<file path="config.mk">
export PLATFORM = sky130hd
export DESIGN_NAME = deq_ctrl_flat
export DESIGN_NICKNAME = d
export VERILOG_FILES = /design/src/deq_pkg.sv /design/src/deq_if.sv /design/src/deq_ctrl.sv /design/src/flat_wrapper.sv
export VERILOG_INCLUDE_DIRS = /design/src /design/src/src
export SDC_FILE = /design/constraint.sdc
export NUM_CORES = 1
export LEC_CHECK = 0
export BUFFER_PORTS_ARGS = -buffer_cell sky130_fd_sc_hd__buf_2
export CAP_MARGIN = 20
export CORE_ASPECT_RATIO = 0.8
export CORE_MARGIN = 2
export CORE_UTILIZATION = 29
export DETAILED_ROUTE_END_ITERATION = 10
export PLACE_DENSITY_LB_ADDON = 0.12
export SLEW_MARGIN = 20
export SYNTH_ARGS = -nofsm -noshare
export SYNTH_HDL_FRONTEND = slang
export SYNTH_SLANG_ARGS = --single-unit
export TNS_END_PERCENT = 1
</file>
<file path="constraint.sdc">
create_clock -name clk -period 3.4 [get_ports clk]
set_clock_uncertainty 0.2 [all_clocks]
set_input_delay 0.17 -clock clk [delete_from_list [all_inputs] [get_ports clk]]
set_output_delay 0.17 -clock clk [all_outputs]
set_load 0.01 [all_outputs]
</file>
<file path="src/assert_macros.svh">
// Assertion macros for the deque block
`ifndef ASSERT_MACROS_SVH
`define ASSERT_MACROS_SVH

// Checked only outside reset
`define DEQ_ASSERT(lbl, prop, msg) \
    lbl: assert property (@(posedge clk) disable iff (!rst_n) prop) else $error(msg);

// Checked at every edge, reset included
`define DEQ_ASSERT_ALWAYS(lbl, prop, msg) \
    lbl: assert property (@(posedge clk) prop) else $error(msg);

`endif

</file>
<file path="src/deq_pkg.sv">
package deq_pkg;

    localparam int DEPTH  = 1024;
    localparam int ADDR_W = $clog2(DEPTH);
    localparam int CNT_W  = $clog2(DEPTH + 1);
    localparam int DATA_W = 32;

    typedef enum logic [2:0] {
        OP_PUSH_BACK  = 3'd0,
        OP_PUSH_FRONT = 3'd1,
        OP_POP_BACK   = 3'd2,
        OP_POP_FRONT  = 3'd3,
        OP_BACK       = 3'd4,
        OP_FRONT      = 3'd5,
        OP_SIZE       = 3'd6,
        OP_CLEAR      = 3'd7
    } opcode_t;

    typedef enum logic [1:0] {
        ST_OK    = 2'd0,
        ST_EMPTY = 2'd1,
        ST_FULL  = 2'd2
    } status_t;

    // One issued item, handed from the pointer logic to the result stage
    typedef struct packed {
        logic              valid;
        status_t           status;
        logic              use_mem;
        logic [DATA_W-1:0] data;
    } deq_issue_t;

endpackage

</file>
<file path="src/deq_if.sv">
interface deq_in_if import deq_pkg::*; ();
    logic                     valid;
    logic                     ready;
    logic [2:0]               opcode;
    logic signed [DATA_W-1:0] push_value;

    modport source (output valid, output opcode, output push_value, input ready);
    modport sink   (input valid, input opcode, input push_value, output ready);
endinterface


</file>
<file path="src/deq_ctrl.sv">
`include "assert_macros.svh"

module deq_ctrl import deq_pkg::*; (
    input  logic              clk,
    input  logic              rst_n,
    deq_in_if.sink            req,
    input  logic              issue_ok,
    output logic              wr_en,
    output logic [ADDR_W-1:0] wr_addr,
    output logic [DATA_W-1:0] wr_data,
    output logic              rd_en,
    output logic [ADDR_W-1:0] rd_addr,
    output deq_issue_t        issue
);

    localparam logic [CNT_W:0]    DEPTH_S   = (CNT_W + 1)'(DEPTH);
    localparam logic [ADDR_W-1:0] LAST_ADDR = ADDR_W'(DEPTH - 1);
    localparam logic [CNT_W-1:0]  FULL_CNT  = CNT_W'(DEPTH);

    logic [ADDR_W-1:0] front_reg, front_next;
    logic [CNT_W-1:0]  count_reg, count_next;

    logic              accept;
    opcode_t           op;
    logic              empty;
    logic              full;
    logic [ADDR_W-1:0] front_inc;
    logic [ADDR_W-1:0] front_dec;
    logic [CNT_W:0]    tail_sum;
    logic [CNT_W:0]    last_sum;
    logic [CNT_W:0]    tail_pos;
    logic [CNT_W:0]    last_pos;

    assign req.ready = issue_ok;
    assign accept    = req.valid && issue_ok;
    assign op        = opcode_t'(req.opcode);
    assign empty     = (count_reg == '0);
    assign full      = (count_reg == FULL_CNT);

    assign front_inc = (front_reg == LAST_ADDR) ? '0 : front_reg + 1'b1;
    assign front_dec = (front_reg == '0) ? LAST_ADDR : front_reg - 1'b1;

    // slot after the back element, and the back element itself
    assign tail_sum = (CNT_W + 1)'(front_reg) + (CNT_W + 1)'(count_reg);
    assign last_sum = tail_sum - 1'b1;
    assign tail_pos = (tail_sum >= DEPTH_S) ? tail_sum - DEPTH_S : tail_sum;
    assign last_pos = (last_sum >= DEPTH_S) ? last_sum - DEPTH_S : last_sum;

    always_comb
    begin
        front_next     = front_reg;
        count_next     = count_reg;
        wr_en          = 1'b0;
        wr_addr        = tail_pos[ADDR_W-1:0];
        wr_data        = DATA_W'(req.push_value);
        rd_en          = 1'b0;
        rd_addr        = front_reg;
        issue.valid    = accept;
        issue.status   = ST_OK;
        issue.use_mem  = 1'b0;
        issue.data     = '0;

        case (op)
            OP_PUSH_BACK, OP_PUSH_FRONT:
            begin
                if (full)
                begin
                    issue.status = ST_FULL;
                end
                else
                begin
                    wr_en      = accept;
                    count_next = accept ? count_reg + 1'b1 : count_reg;
                    if (op == OP_PUSH_FRONT)
                    begin
                        wr_addr    = front_dec;
                        front_next = accept ? front_dec : front_reg;
                    end
                end
            end
            OP_POP_BACK, OP_BACK:
            begin
                rd_addr = last_pos[ADDR_W-1:0];
                if (empty)
                begin
                    issue.status = ST_EMPTY;
                end
                else
                begin
                    rd_en         = accept;
                    issue.use_mem = 1'b1;
                    if (op == OP_POP_BACK && accept)
                    begin
                        count_next = count_reg - 1'b1;
                    end
                end
            end
            OP_POP_FRONT, OP_FRONT:
            begin
                if (empty)
                begin
                    issue.status = ST_EMPTY;
                end
                else
                begin
                    rd_en         = accept;
                    issue.use_mem = 1'b1;
                    if (op == OP_POP_FRONT && accept)
                    begin
                        front_next = front_inc;
                        count_next = count_reg - 1'b1;
                    end
                end
            end
            OP_SIZE:
            begin
                issue.data = DATA_W'(count_reg);
            end
            OP_CLEAR:
            begin
                if (accept)
                begin
                    front_next = '0;
                    count_next = '0;
                end
            end
            default:
            begin
                issue.status = ST_OK;
            end
        endcase
    end

    always_ff @(posedge clk or negedge rst_n)
    begin
        if (!rst_n)
        begin
            front_reg <= '0;
            count_reg <= '0;
        end
        else
        begin
            front_reg <= front_next;
            count_reg <= count_next;
        end
    end

    `DEQ_ASSERT(a_count_range, count_reg <= FULL_CNT, "element count beyond depth")
    `DEQ_ASSERT(a_full_push_holds, accept && full && (op == OP_PUSH_BACK || op == OP_PUSH_FRONT) |=> $stable(count_reg) && $stable(front_reg), "refused push changed state")
    `DEQ_ASSERT(a_pop_decrements, accept && !empty && (op == OP_POP_BACK || op == OP_POP_FRONT) |=> count_reg + 1'b1 == $past(count_reg), "pop did not drop count by one")

endmodule

</file>
<file path="src/flat_wrapper.sv">
// flat-port wrapper written by rule: the top's interface ports become plain ports
module deq_ctrl_flat import deq_pkg::*;
  (clk, rst_n, issue_ok, wr_en, wr_addr, wr_data, rd_en, rd_addr, issue, req_valid, req_opcode, req_push_value, req_ready);
  deq_in_if req_i ();
  input  logic clk;
  input  logic rst_n;
  input  logic issue_ok;
  output logic wr_en;
  output logic [ADDR_W-1:0] wr_addr;
  output logic [DATA_W-1:0] wr_data;
  output logic rd_en;
  output logic [ADDR_W-1:0] rd_addr;
  output deq_issue_t issue;
  input wire logic [$bits(req_i.valid)-1:0] req_valid;
  input wire logic [$bits(req_i.opcode)-1:0] req_opcode;
  input wire logic [$bits(req_i.push_value)-1:0] req_push_value;
  output wire logic [$bits(req_i.ready)-1:0] req_ready;
  assign req_i.valid = req_valid;
  assign req_i.opcode = req_opcode;
  assign req_i.push_value = req_push_value;
  assign req_ready = req_i.ready;
  deq_ctrl u_core (.clk(clk), .rst_n(rst_n), .req(req_i), .issue_ok(issue_ok), .wr_en(wr_en), .wr_addr(wr_addr), .wr_data(wr_data), .rd_en(rd_en), .rd_addr(rd_addr), .issue(issue));
endmodule
</file>
==> parameters.txt <==
Parameter                              Value

Run status
  Result of the run ... finished, final reports clean

Yosys
  Post-Syn Instances ... 446
  Synth Cell Area ... 3340 um^2
  Post-synthesis cell type with the largest combined area ... dfrtp_1
  Top FF cell, synth ... dfrtp_1
  Number of synthesized flops with an enable pin ... 0
  Synth top area share ... 15.7%
  Flop and latch count out of synthesis ... 21
  Top post-synthesis cells by area ... dfrtp_1 (16%), buf_4 (13%), ha_1 (8.6%), o21ai_0 (4.5%), nand2_1 (4.4%)
  Average size of a mapped cell ... 7.48 um^2
  Distinct cells, synth ... 65
  Share of synthesized area occupied by flip-flops and latches ... 15.7%
  Async set-or-reset flop fraction in the synthesized netlist ... 100%
  Yosys warning total ... 0

Critical path
  Critical Path, Cell by Cell ... ha_1 > or4_1 > a21oi_2 > o21bai_1 > a2111oi_4 > a21oi_1 > o31ai_1 > buf_2
  Largest fanout on the critical path ... 6
  Worst R2R Path Depth ... 6
  Critical path's slowest cell ... or4_1
  Crit end category ... output port
  Largest stage delay, worst path ... 0.56 ns
  Data arrival time at the worst-slack endpoint ... 2.82 ns
  Worst Setup Path Type ... flip-flop to output port
  Kind of start point of the critical path ... flip-flop
  Data required time of the critical path ... 3.03 ns

CTS
  Clock-pin slew on the worst setup and hold paths ... 0.06 ns
  CTS Root Buffer Type ... clkbuf_16
  Clock H-tree levels ... 1
  Inserted Clock Buffers ... 3
  CTS Sinks ... 21
  CTS tree ... yes
  Number of buffers on the longest clock path ... 2
  Clk_lat worst skew ... 0.26 ns
  Post-CTS setup buffer count ... 0

STA
  Share of the clock period used by the worst path ... 93.9%
  PnR worst setup slack ... 0.209 ns
  Final setup TNS ... 0 ns
  Shortest clock period the worst path allows after layout ... 3.19 ns
  Headroom to the max-slew limit ... 33.2%
  Number of hold violations in the final report ... 0
  RSZ-0062 raised after global routing ... no
  Count of final setup violators ... 0
  Max frequency ... 313 MHz
  Final Max Slew Viols ... 0
  Hold_ws ... 0.140 ns
  Tightest Pin Transition ... 0.994 ns

Die
  Effective utilization at floorplan ... 29.3%
  Die Height ... 99.9 um
  Die width ... 124 um
  Top-level I/O count ... 130
  Die footprint ... 12400 um^2
  Area of the core ... 11400 um^2
  Placement row count ... 35

Routing
  Detailed Route WL ... 10300 um
  Post-DR wirelength/cell ... 17.0 um
  Routed vias ... 3165
  Via density per instance ... 5.21
  Router iterations before antenna repair ... 5
  1st-iter DRT viols ... 208
  Antenna viol nets, final ... 0
  DRC violation count after routing ... 0

Final layout
  Most common library cell in the layout ignoring fill and taps ... buf_2
  Growth of design area from synthesis to finish ... 7.27%
  Max FFs per register ... 11
  Final antenna diode count ... 0
  Commonest cells after routing, fill and taps aside ... buf_2 (44), nand2_1 (39), nor2_1 (33)
  Share of final-layout standard cells stronger than drive strength 1 ... 18.9%
  Final net count ... 525

Min path
  Count of cells along the worst hold path ... 0
  Type of the most critical hold path ... primary input to output port

GRT
  Global-route usage over all layers ... 17.1%
  Initial antenna violation count ... 0
  Final global-route overflow total ... 0
  Wire length of the first global-routing pass ... 16400 um
  Via count of the first global-routing pass ... 2909
  Largest net degree at the start of global routing ... 22

Place
  Number of port buffers ... 44
  Worst slack at placement ... 0.387 ns
  Routability congestion estimate ... 0.815
  DP Wirelength ... 8180 um

Pwr
  Overall power consumption ... 3.86 mW
  Leakage component of the power ... 1.65 nW
  Power density cells ... 1080 nW/um^2
  IR drop worst, VDD ... 0.271 mV

Flow run
  Max Cap Viol ... 0
-- report_power, final --
part | total [mW] | switching [mW] | internal [mW] | leakage [nW]
clock network | 0.264 | 0.104 | 0.160 | 0.0382
logic | 3.05 | 1.81 | 1.24 | 1.35
registers | 0.541 | 0.178 | 0.363 | 0.264
total | 3.86 | 2.09 | 1.77 | 1.65
-- cell usage after synthesis, types with 3 or more instances --
| cell | number |
|---|---|
| a21o_1 | 6 |
| a221oi_1 | 3 |
| xor2_1 | 12 |
| dfrtp_1 | 21 |
| o21a_1 | 5 |
| o31ai_1 | 8 |
| nand2b_1 | 4 |
| o22ai_1 | 4 |
| and3_1 | 7 |
| nor2b_1 | 4 |
| nand4_1 | 4 |
| nor2_1 | 33 |
| and2_1 | 17 |
| a22o_1 | 5 |
| or2_2 | 3 |
| a31oi_1 | 8 |
| inv_1 | 19 |
| nor3_1 | 16 |
| o21bai_1 | 3 |
| or4_1 | 3 |
| xnor2_1 | 10 |
| nor4_1 | 5 |
| a21oi_1 | 25 |
| ha_1 | 23 |
| nand2_1 | 39 |
| clkbuf_1 | 14 |
| nand3_1 | 9 |
| buf_4 | 56 |
| o21ai_0 | 30 |
-- timing repair --
| action | 4_1_cts | 5_1_grt |
|---|---|---|
| hold buffers | 1 | 0 |
| endpoints found under the setup margin | 0 | 2 |
| resized for setup | 0 | 6 |
| hold endpoints to repair | 21 | 0 |
-- final timing paths --
check / start / slack, ns / endpoint
setup / recovery: u_core.count_reg[4] / 0.21 / rd_addr[9]
hold / removal: req_push_value[14] / 0.14 / wr_data[14]
setup reg to reg: u_core.count_reg[1] / 0.62 / u_core.count_reg[0]
hold reg to reg: u_core.count_reg[10] / 0.39 / u_core.count_reg[10]
max in group asynchronous: rst_n / 2.36 / u_core.count_reg[8]
min in group asynchronous: rst_n / 0.25 / u_core.front_reg[3]
-- worst max-delay path, delay by kind of cell (launching register included) --
kind,cells,cell delay [ns]
and+or+nand+nor,1,0.56
AOI/OAI and AO/OA,5,1.08
adders and majority gates,1,0.30
buffers and inverters,1,0.17
DFF,1,0.45
-- metrics by stage --
step | instance area (um^2) | util, % | cells
floorplan | 3410 | - | 466
global placement | 3450 | 30.3 | 603
detailed placement | 3450 | 30.3 | 603
CTS | 3540 | 31.1 | 608
global route | 3580 | 31.4 | 608
finish | 3580 | 31.4 | 608
-- layer usage --
| layer | vias to the layer above | track usage, % | wire, um |
|---|---|---|---|
| met1 | 1495 | 28.0 | 5770 |
| met4 | 0 | 2.51 | 55 |
| met2 | 101 | 23.8 | 4030 |
| met5 | - | 0 | 0 |
| li1 | 1557 | - | - |
| met3 | 12 | 2.39 | 472 |
-- final cells by class --
| class | count | area (um^2) |
|---|---|---|
| repair buffers | 63 | 365 |
| flip-flops and latches | 21 | 526 |
| clock buffers | 4 | 78.8 |
| well taps | 148 | 185 |
| fillers | 1272 | 7810 |
| inverters | 19 | 71.3 |
| multi-input cells | 353 | 2350 |
-- cells by family after synthesis --
family / after synthesis / synth area share [%]
XOR/XNOR: 23 / 6.60
multiplexers: 4 / 1.27
other: 1 / 0.112
flip-flops: 21 / 15.7
AO/OA/AOI/OAI: 123 / 25.3
adder cells (fa/ha/maj): 25 / 9.82
buffers and inverters: 92 / 17.1
AND/OR/NAND/NOR: 157 / 24.0
Power figures use the tool's default switching activity.
