`src/assert_macros.svh`:
```
// Assertion macros for the deque block
`ifndef ASSERT_MACROS_SVH
`define ASSERT_MACROS_SVH

// Checked only outside reset
`define DEQ_ASSERT(lbl, prop, msg) \
    lbl: assert property (@(posedge clk) disable iff (!rst_n) prop) else $error(msg);

// Checked at every edge, reset included
`define DEQ_ASSERT_ALWAYS(lbl, prop, msg) \
    lbl: assert property (@(posedge clk) prop) else $error(msg);

`endif

```
`src/deq_pkg.sv`:
```
package deq_pkg;

    localparam int DEPTH  = 1024;
    localparam int ADDR_W = $clog2(DEPTH);
    localparam int CNT_W  = $clog2(DEPTH + 1);
    localparam int DATA_W = 32;

    typedef enum logic [2:0] {
        OP_PUSH_BACK  = 3'd0,
        OP_PUSH_FRONT = 3'd1,
        OP_POP_BACK   = 3'd2,
        OP_POP_FRONT  = 3'd3,
        OP_BACK       = 3'd4,
        OP_FRONT      = 3'd5,
        OP_SIZE       = 3'd6,
        OP_CLEAR      = 3'd7
    } opcode_t;

    typedef enum logic [1:0] {
        ST_OK    = 2'd0,
        ST_EMPTY = 2'd1,
        ST_FULL  = 2'd2
    } status_t;

    // One issued item, handed from the pointer logic to the result stage
    typedef struct packed {
        logic              valid;
        status_t           status;
        logic              use_mem;
        logic [DATA_W-1:0] data;
    } deq_issue_t;

endpackage

```
`src/deq_if.sv`:
```


interface deq_out_if import deq_pkg::*; ();
    logic                     valid;
    logic                     ready;
    logic [1:0]               status;
    logic signed [DATA_W-1:0] data_out;

    modport source (output valid, output status, output data_out, input ready);
    modport sink   (input valid, input status, input data_out, output ready);
endinterface

```
`src/deq_result.sv`:
```
module deq_result import deq_pkg::*; (
    input  logic              clk,
    input  logic              rst_n,
    input  deq_issue_t        issue,
    input  logic [DATA_W-1:0] rd_data,
    output logic              issue_ok,
    deq_out_if.source         rsp
);

    logic              s1_valid_reg, s1_valid_next;
    status_t           s1_status_reg;
    logic              s1_use_mem_reg;
    logic [DATA_W-1:0] s1_data_reg;

    logic              out_valid_reg, out_valid_next;
    status_t           out_status_reg;
    logic [DATA_W-1:0] out_data_reg;

    logic              move;

    // ring read data lands alongside stage 1; RAM holds it while stage 1 waits
    assign move           = s1_valid_reg && (!out_valid_reg || rsp.ready);
    assign issue_ok       = !s1_valid_reg || move;
    assign s1_valid_next  = issue.valid || (s1_valid_reg && !move);
    assign out_valid_next = move || (out_valid_reg && !rsp.ready);

    always_ff @(posedge clk or negedge rst_n)
    begin
        if (!rst_n)
        begin
            s1_valid_reg  <= 1'b0;
            out_valid_reg <= 1'b0;
        end
        else
        begin
            s1_valid_reg  <= s1_valid_next;
            out_valid_reg <= out_valid_next;
        end
    end

    always_ff @(posedge clk)
    begin
        if (issue.valid)
        begin
            s1_status_reg  <= issue.status;
            s1_use_mem_reg <= issue.use_mem;
            s1_data_reg    <= issue.data;
        end
        if (move)
        begin
            out_status_reg <= s1_status_reg;
            out_data_reg   <= s1_use_mem_reg ? rd_data : s1_data_reg;
        end
    end

    assign rsp.valid    = out_valid_reg;
    assign rsp.status   = out_status_reg;
    assign rsp.data_out = out_data_reg;

endmodule

```
`src/flat_wrapper.sv`:
```
// flat-port wrapper written by rule: the top's interface ports become plain ports
module deq_result_flat import deq_pkg::*;
  (clk, rst_n, issue, rd_data, issue_ok, rsp_valid, rsp_status, rsp_data_out, rsp_ready);
  deq_out_if rsp_i ();
  input  logic clk;
  input  logic rst_n;
  input  deq_issue_t issue;
  input  logic [DATA_W-1:0] rd_data;
  output logic issue_ok;
  output wire logic [$bits(rsp_i.valid)-1:0] rsp_valid;
  output wire logic [$bits(rsp_i.status)-1:0] rsp_status;
  output wire logic [$bits(rsp_i.data_out)-1:0] rsp_data_out;
  input wire logic [$bits(rsp_i.ready)-1:0] rsp_ready;
  assign rsp_valid = rsp_i.valid;
  assign rsp_status = rsp_i.status;
  assign rsp_data_out = rsp_i.data_out;
  assign rsp_i.ready = rsp_ready;
  deq_result u_core (.clk(clk), .rst_n(rst_n), .issue(issue), .rd_data(rd_data), .issue_ok(issue_ok), .rsp(rsp_i));
endmodule
```
`config.mk`:
```
export PLATFORM = sky130hd
export DESIGN_NAME = deq_result_flat
export DESIGN_NICKNAME = d
export VERILOG_FILES = /design/src/assert_macros.svh /design/src/deq_pkg.sv /design/src/deq_if.sv /design/src/deq_result.sv /design/src/flat_wrapper.sv
export SDC_FILE = /design/constraint.sdc
export NUM_CORES = 1
export LEC_CHECK = 0
export BUFFER_PORTS_ARGS = -buffer_cell sky130_fd_sc_hd__buf_2
export CAP_MARGIN = 10
export CORE_UTILIZATION = 40
export DETAILED_ROUTE_END_ITERATION = 7
export PLACE_DENSITY_LB_ADDON = 0.12
export SYNTH_ARGS = -nofsm -noshare
export SYNTH_HDL_FRONTEND = slang
export SYNTH_SLANG_ARGS = --single-unit
```
`constraint.sdc`:
```
create_clock -name clk -period 1.68 [get_ports clk]
set_input_delay 0 -clock clk [delete_from_list [all_inputs] [get_ports clk]]
set_output_delay 0 -clock clk [all_outputs]
set_load 0.03 [all_outputs]
```
==> out/qor.csv, run 1 <==
metric;value;unit
Hold Fails Final Rpt;0;
largest net degree at the start of global routing;37;
post-synthesis sequential area ratio;78.5;%
status;finished, violations left;
CP Capture Type;flop;
critical path launch point type;flop;
largest cells by area after synthesis;edfxtp_1 (77%), mux2_4 (17%), buf_12 (2.2%);
initial DRC count;50;
P per Cell Area;964;nW/um^2
Layout area overhead;54.4;%
htree depth;3;
via count;1683;
WL final;5140;um
I/O pin total;107;
antenna-violating nets left;0;
failing checks;DRC;
Arr. time, crit path;1310;ps
CTS tree;done;
post-cts repair resize count;0;
# DRC;16;
WP buf/inv;1;
Inserted Diodes;0;
top cell type's share of synthesized area;76.7;%
kind of critical path;reg -> reg;
worst-path cell with the longest stage delay;edfxtp_1;
total leakage power;1.78;nW
clock-pin slew on the worst setup and hold paths;70;ps
Worst Hold Class;in -> reg;
CP peak stage delay;400;ps
Sink Count;71;
Worst-Skew Late Latency;330;ps
gr usage total;15.7;%
layout cells sized above 1;50.8;%
Crit path required time;1760;ps
die height;84.2;um
vias in the first global route;1834;
worst-margin pin slew;814;ps
asr flop ratio synth;2.82;%
most common cell in the netlist;edfxtp_1;
DRT Pass-1 Iters;6;
cell family with most CP delay;flip-flops;
Finish-stage setup viols;0;
Setup Skew;10.2;ps
Yosys top cell by area;edfxtp_1;
maximum VDD drop;0.000559;V
Core Area;6420;sq um
Mean Syn Cell Area;23.9;sq um
IO Port Bufs;106;
Avg WL per Cell;13.5;um
Post-Route Setup TNS;0;ps
Setup Buffers After CTS;0;
Yosys cell types;11;
Max Cap Viol;0;
fin crit share;73.2;%
die width;84.2;um
Num CTS Buffers;9;
warnings from Yosys;0;
fmax;813;MHz
vias per cell;4.41;
post-layout net count;371;
Die ar.;7090;sq um
slew margin rel.;45.7;%
Mapped Cells;113;
std cell rows;29;
Overflow after GRT;0;
top_reg_cell synth;edfxtp_1;
initial core utilization;42.1;%
initial antenna violation count;0;
design area;4170;sq um
RSZ-0062 raised after global routing;false;
Max clock buf depth;2;
RePlAce Congestion;0.707;
total nets after synthesis;184;
Post-synth EDFFs;69;
DP HPWL;3350;um
commonest cells in the netlist;edfxtp_1 (69), mux2_4 (30), buf_12 (3);
synthesized flop and latch total;71;
Max FO, Critical Path;25;
placed cell areas;3300;sq um
mapped cell area;2700;sq um
Tmin final;1230;ps
global-route wire length before repair;8330;um
Slew Viols, Final;0;
CTS root buf;clkbuf_8;
CP cell instances;buf_12 > mux2_2;
[layout make-up]
class                           count  area [sq um]
Clock buffer                       14           163
Clock inverter                      2          8.76
Fill cell                         469          2250
Multi-Input combinational cell     38           510
Sequential cell                    71          2120
Tap cell                           77          96.3
Timing Repair Buffer              180          1270
[stage by stage]
stage | setup slack [ps] | util [%] | hold WS (ps) | cells | power (mW)
after floorplan | 177 | - | -296 | 113 | 2.58
after global placement | 467 | 51.4 | -216 | 296 | 2.74
after detailed placement | 447 | 51.4 | -209 | 296 | 2.77
after CTS | 436 | 65.0 | 312 | 382 | 4.08
after global routing | 406 | 65.0 | 342 | 382 | 4.19
final | 450 | 65.0 | 305 | 382 | 4.03
[cells in the final DEF (no fill, tap or decap)]
| master | netlist | final |
|---|---|---|
| nor2b_1 | 1 | 1 |
| clkbuf_8 | 0 | 11 |
| clkinv_2 | 0 | 1 |
| mux2_2 | 2 | 2 |
| nand2_1 | 1 | 1 |
| dlygate4sd3_1 | 0 | 70 |
| buf_12 | 3 | 1 |
| edfxtp_1 | 69 | 69 |
| dfrtp_1 | 2 | 2 |
| mux2_4 | 30 | 30 |
| clkbuf_1 | 0 | 3 |
| nand2b_1 | 2 | 2 |
| a21o_1 | 1 | 1 |
| and2_2 | 0 | 1 |
| clkinv_1 | 0 | 1 |
| buf_2 | 0 | 106 |
| buf_4 | 0 | 3 |
[worst reg2reg max path, stage by stage, from the launching register on]
cell and delay [ps]:
edfxtp_1 400, buf_12 240, mux2_2 350
[per-layer routing]
metal	routed length [um]	up-vias	GRT usage (%)
met5	0	-	0
met4	127	0	8.62
met3	363	12	3.83
met2	2570	74	28.0
met1	2080	781	17.4
li1	-	816	-
[logic make-up after synthesis]
logic type / after synthesis / synth area share [%]
AO/OA/AOI/OAI: 1 / 0.278
AND/OR/NAND/NOR: 5 / 1.06
multiplexers: 32 / 17.5
flip-flops: 71 / 78.5
buffers and inverters: 4 / 2.64
[path summary, 6_finish.rpt]
path | from | to | slack, ps | cells after the start
min | issue[35] | u_core.s1_data_reg[24]$_DFFE_PP_ | 310 | 1
min in group asynchronous | rst_n | u_core.s1_valid_reg$_DFF_PN0_ | 520 | 3
max in group asynchronous | rst_n | u_core.rsp.valid$_DFF_PN0_ | 1040 | 3
max | u_core.s1_use_mem_reg$_DFFE_PP_ | u_core.rsp.data_out[30]$_DFFE_PP_ | 450 | 2
min reg2reg | u_core.s1_status_reg[0]$_DFFE_PP_ | u_core.rsp.status[0]$_DFFE_PP_ | 430 | 0
max reg2reg | u_core.s1_use_mem_reg$_DFFE_PP_ | u_core.rsp.data_out[30]$_DFFE_PP_ | 450 | 2
[power breakdown]
group          internal, mW  switching [mW]  leakage [nW]  total, mW
clock                 0.612           0.565        0.0881       1.18
combinational         0.351           0.328          1.00      0.679
sequential             2.13          0.0405         0.690       2.17
[repair_timing]
item                                   CTS  global route
hold buffers                            70             0
setup endpoints to repair                0             0
endpoints found under the hold margin   71             0
No activity file was read; power rests on OpenSTA's default activity.
==> run 2, diff against run 1 <==
- clock period: 1.68 -> 1.03 ns (I/O delays scaled with it)
==> out/qor.csv, run 2 (synthesis gave the netlist of run 1 again) <==
metric;value;unit
status;finished, violations left;
failing checks;DRC, setup timing;
Reg2Reg Depth;3;
fmax;788;MHz
die height;84.2;um
Finish-stage setup viols;67;
Crit. Startpoint;u_core.s1_use_mem_reg$_DFFE_PP_;
hold depth;3;
gr usage total;16.3;%
# DRC;12;
global-route wire length before repair;8450;um
total leakage power;1.90;nW
Hold Fails Final Rpt;0;
vias per cell;4.48;
post-layout net count;383;
DRT Pass-1 Iters;8;
most common cell after layout, fill and taps aside;buf_2;
Core Area;6420;sq um
Die ar.;7090;sq um
DP HPWL;3200;um
Overflow after GRT;0;
part of the power in combinational logic;20.1;%
std cell rows;29;
switching share of power;23.6;%
Max clock buf depth;2;
worst-path cell with the longest stage delay;edfxtp_1;
Core Util, Final;68.8;%
critical path launch point type;flop;
Max FO, Critical Path;5;
initial antenna violation count;0;
WP buf/inv;2;
Worst Hold Class;in -> reg;
Avg WL per Cell;14.8;um
P per Cell Area;1490;nW/um^2
CTS tree;done;
Hold EP;u_core.s1_valid_reg$_DFF_PN0_;
Arr. time, crit path;1340;ps
kind of critical path;reg -> reg;
CP cell instances;buf_12 > clkbuf_16 > mux2_4;
Setup Skew;7.14;ps
Inserted Diodes;0;
Crit path required time;1110;ps
slew margin rel.;86.9;%
clock share of power;26.0;%
Num CTS Buffers;9;
sequential power share;53.9;%
largest net degree at the start of global routing;37;
CTS root buf;clkbuf_8;
IO Port Bufs;106;
initial core utilization;42.1;%
maximum VDD drop;0.000855;V
I/O pin total;107;
cell family with most CP delay;flip-flops;
htree depth;3;
CP peak stage delay;410;ps
WL final;5820;um
clock-pin slew on the worst setup and hold paths;70;ps
via count;1758;
FF-to-FF Start;u_core.s1_use_mem_reg$_DFFE_PP_;
vias in the first global route;1851;
most frequent cells in the layout;buf_2 (104), dlygate4sd3_1 (70), edfxtp_1 (69);
layout cells sized above 1;53.0;%
worst-margin pin slew;197;ps
Tmin final;1270;ps
RePlAce Congestion;0.698;
Layout area overhead;63.4;%
design area;4420;sq um
Max Cap Viol;0;
RSZ-0062 raised after global routing;true;
antenna-violating nets left;0;
final worst slack;-238;ps
Sw Pwr;1.55;mW
placed cell areas;3380;sq um
Sink Count;71;
reg-to-reg slack, setup;-240;ps
Worst-Skew Late Latency;320;ps
fillers;458;
die width;84.2;um
CP Capture Type;flop;
Worst R2R End;u_core.rsp.data_out[31]$_DFFE_PP_;
Slew Viols, Final;0;
initial DRC count;62;
min-delay src;issue[35];
fin crit share;123;%
internal power;5.02;mW
## run 2: per-layer routing
layer | track usage, % | part of all wire (%) | vias to the layer above
li1 | - | - | 842
met1 | 16.8 | 37 | 830
met2 | 30.4 | 55 | 78
met3 | 4.52 | 6.6 | 8
met4 | 7.99 | 1.3 | 0
met5 | 0 | 0 | -
## run 2: worst max path at each step
stage	slack (ps)	cells past startpoint	endpoint
3_3_place_gp	-180	2	u_core.rsp.data_out[20]$_DFFE_PP_
5_1_grt	-250	3	u_core.rsp.data_out[10]$_DFFE_PP_
4_1_cts	-220	2	u_core.rsp.data_out[18]$_DFFE_PP_
6_report	-240	3	u_core.rsp.data_out[31]$_DFFE_PP_
3_5_place_dp	-210	2	u_core.rsp.data_out[28]$_DFFE_PP_
2_1_floorplan	-240	2	u_core.rsp.data_out[0]$_DFFE_PP_
## run 2: worst min-delay path, delay by kind of cell
kind | cells | cell delay, ps
buffers and inverters | 2 | 310
AOI/OAI and AO/OA | 1 | 110
## run 2: power by group through the flow
stage                     sequential [mW]  combinational [mW]  clock, mW
after floorplan                      3.85               0.354          0
after global placement               3.59               0.947          0
after detailed placement             3.60               0.966          0
after CTS                            3.54                1.25       1.77
after global routing                 3.56                1.39       1.87
final                                3.54                1.32       1.71
## run 2: area by class of cell
class                           instances  area [sq um]  area share (%)
Clock buffer                           10           128            2.89
Clock inverter                          4          15.0           0.340
Multi-Input combinational cell         38           529            12.0
Sequential cell                        71          2120            48.1
Tap cell                               77          96.3            2.18
Timing Repair Buffer                  192          1520            34.5
## run 2: through the flow
| step | total power [mW] | std cells | setup slack [ps] | hold WS (ps) | setup TNS (ps) |
|---|---|---|---|---|---|
| floorplan | 4.20 | 113 | -239 | -296 | -12800 |
| global placement | 4.54 | 300 | -185 | -215 | -8150 |
| detailed placement | 4.57 | 300 | -213 | -211 | -9410 |
| CTS | 6.56 | 387 | -221 | 42.6 | -12350 |
| global route | 6.82 | 392 | -253 | 139 | -14610 |
| finish | 6.57 | 392 | -238 | 135 | -13220 |
## run 2: repair_timing
item | in CTS | in global routing
hold buffers | 70 | 0
hold endpoints to repair | 70 | 0
gates cloned | 1 | 4
buffers inserted | 2 | 2
gates resized for setup | 7 | 4
setup endpoints to repair | 68 | 68
pin swaps | 1 | 2
==> run 3, diff against run 2 <==
- CORE_MARGIN: not set -> 2
==> out/qor.csv, run 3 (synthesis gave the netlist of run 1 again) <==
metric;value;unit
status;finished, violations left;
failing checks;setup timing;
placed cell areas;3360;sq um
reg-to-reg slack, setup;-230;ps
via count;1730;
std cell rows;29;
IO Port Bufs;106;
die width;86.2;um
largest net degree at the start of global routing;19;
antenna-violating nets left;0;
Sink Count;71;
Die ar.;7430;sq um
design area;4470;sq um
Finish-stage setup viols;68;
CP peak stage delay;390;ps
die height;86.2;um
maximum VDD drop;0.000951;V
fillers;434;
Num CTS Buffers;9;
RePlAce Congestion;0.726;
I/O pin total;107;
FF+latch area;2120;sq um
dpl cells;302;
CTS root buf;clkbuf_8;
CTS tree;done;
slew margin rel.;83.5;%
CP cell instances;buf_4 > buf_12 > mux2_4;
Tmin final;1260;ps
Non-Filler Instances;396;
initial DRC count;30;
Max FO, Critical Path;12;
Worst Hold Class;in -> reg;
Setup Skew;8.90;ps
Avg WL per Cell;15.1;um
Hold Fails Final Rpt;0;
most common cell after layout, fill and taps aside;buf_2;
most frequent cells in the layout;buf_2 (104), dlygate4sd3_1 (69), edfxtp_1 (69);
RSZ-0062 raised after global routing;true;
Reg2Reg Depth;3;
kind of critical path;reg -> reg;
Max clock buf depth;2;
Max Cap Viol;0;
FF-to-FF Start;u_core.s1_use_mem_reg$_DFFE_PP_;
CP Capture Type;flop;
worst-path cell with the longest stage delay;edfxtp_1;
Slew Viols, Final;0;
Inserted Diodes;0;
global-route wire length before repair;8600;um
WL final;5980;um
fin crit share;122;%
# DRC;0;
layout cells sized above 1;54.2;%
Overflow after GRT;0;
Multi-input gate area;522;sq um
critical path launch point type;flop;
htree depth;3;
DP HPWL;3590;um
final worst slack;-227;ps
clock-pin slew on the worst setup and hold paths;70;ps
Layout area overhead;65.3;%
vias in the first global route;1876;
Worst R2R End;u_core.rsp.data_out[22]$_DFFE_PP_;
fmax;796;MHz
Tot Pwr;7.38;mW
Core Area;6460;sq um
Arr. time, crit path;1330;ps
initial antenna violation count;0;
Worst-Skew Late Latency;330;ps
vias per cell;4.37;
gr usage total;15.8;%
Crit path required time;1100;ps
DRT Pass-1 Iters;4;
initial core utilization;41.8;%
Crit. Startpoint;u_core.s1_use_mem_reg$_DFFE_PP_;
P per Cell Area;1650;nW/um^2
worst-margin pin slew;248;ps
total leakage power;1.93;nW
post-layout net count;385;
CP endpoint;u_core.rsp.data_out[22]$_DFFE_PP_;
-- run 3: cell count changes in the layout (fill, tap and decap cells not counted), sizes merged --
cell and change:
buf +3, dlygate4sd3 -1, bufinv +3, clkbuf +2
clkinv -3
-- run 3: worst max-delay path: cells and delay by family, from the launching register on --
family	cells	cell delay [ps]
buffers and inverters	2	320
flip-flops	1	390
multiplexers	1	300
-- run 3: layer usage --
layer  global-route usage [%]  routed length, um  vias up
li1                         -                  -      847
met1                     17.4               2340      811
met2                     28.6               3230       66
met3                     4.57                356        6
met4                     6.39                 55        0
met5                        0                  0        -
-- run 3: how the worst min path moves through the flow --
stage / slack, ps / depth (start not counted) / to / startpoint
3_3_place_gp: -220 / 1 / u_core.s1_valid_reg$_DFF_PN0_ / rst_n
5_1_grt: 140 / 4 / u_core.s1_valid_reg$_DFF_PN0_ / rsp_ready
4_1_cts: 40 / 3 / u_core.s1_valid_reg$_DFF_PN0_ / rsp_ready
6_report: 150 / 4 / u_core.s1_valid_reg$_DFF_PN0_ / rsp_ready
2_1_floorplan: -300 / 0 / u_core.rsp.valid$_DFF_PN0_ / rst_n
3_5_place_dp: -210 / 1 / u_core.s1_valid_reg$_DFF_PN0_ / rst_n
-- run 3: power by group --
part           internal (mW)  total, mW  switching [mW]  leakage (nW)
Clock                   1.61       2.55           0.943         0.112
Combinational          0.706       1.30           0.591          1.13
Sequential              3.47       3.53          0.0625         0.689
-- run 3: what timing repair did --
action | CTS | global route
cloned | 0 | 4
hold buffers | 69 | 0
setup endpoints to repair | 68 | 68
pin swaps | 1 | 3
gates resized for setup | 9 | 8
endpoints found under the hold margin | 69 | 0
setup buffers | 0 | 5
-- run 3: final cells by class --
type	instances	share of cell area, %
multi-input cells	38	11.7
repair buffers	194	33.5
well taps	77	2.16
clock buffers	12	3.02
clock inverters	4	2.10
flip-flops and latches	71	47.5
-- run 3: metrics by stage --
step	utilization (%)	setup WS (ps)	setup TNS [ps]	hold WS [ps]
2_1_floorplan	-	-239	-12800	-296
3_3_place_gp	52.1	-172	-7190	-216
3_5_place_dp	52.1	-193	-8840	-210
4_1_cts	66.8	-180	-9110	39.7
5_1_grt	69.2	-251	-15310	138
6_report	69.2	-227	-12970	153
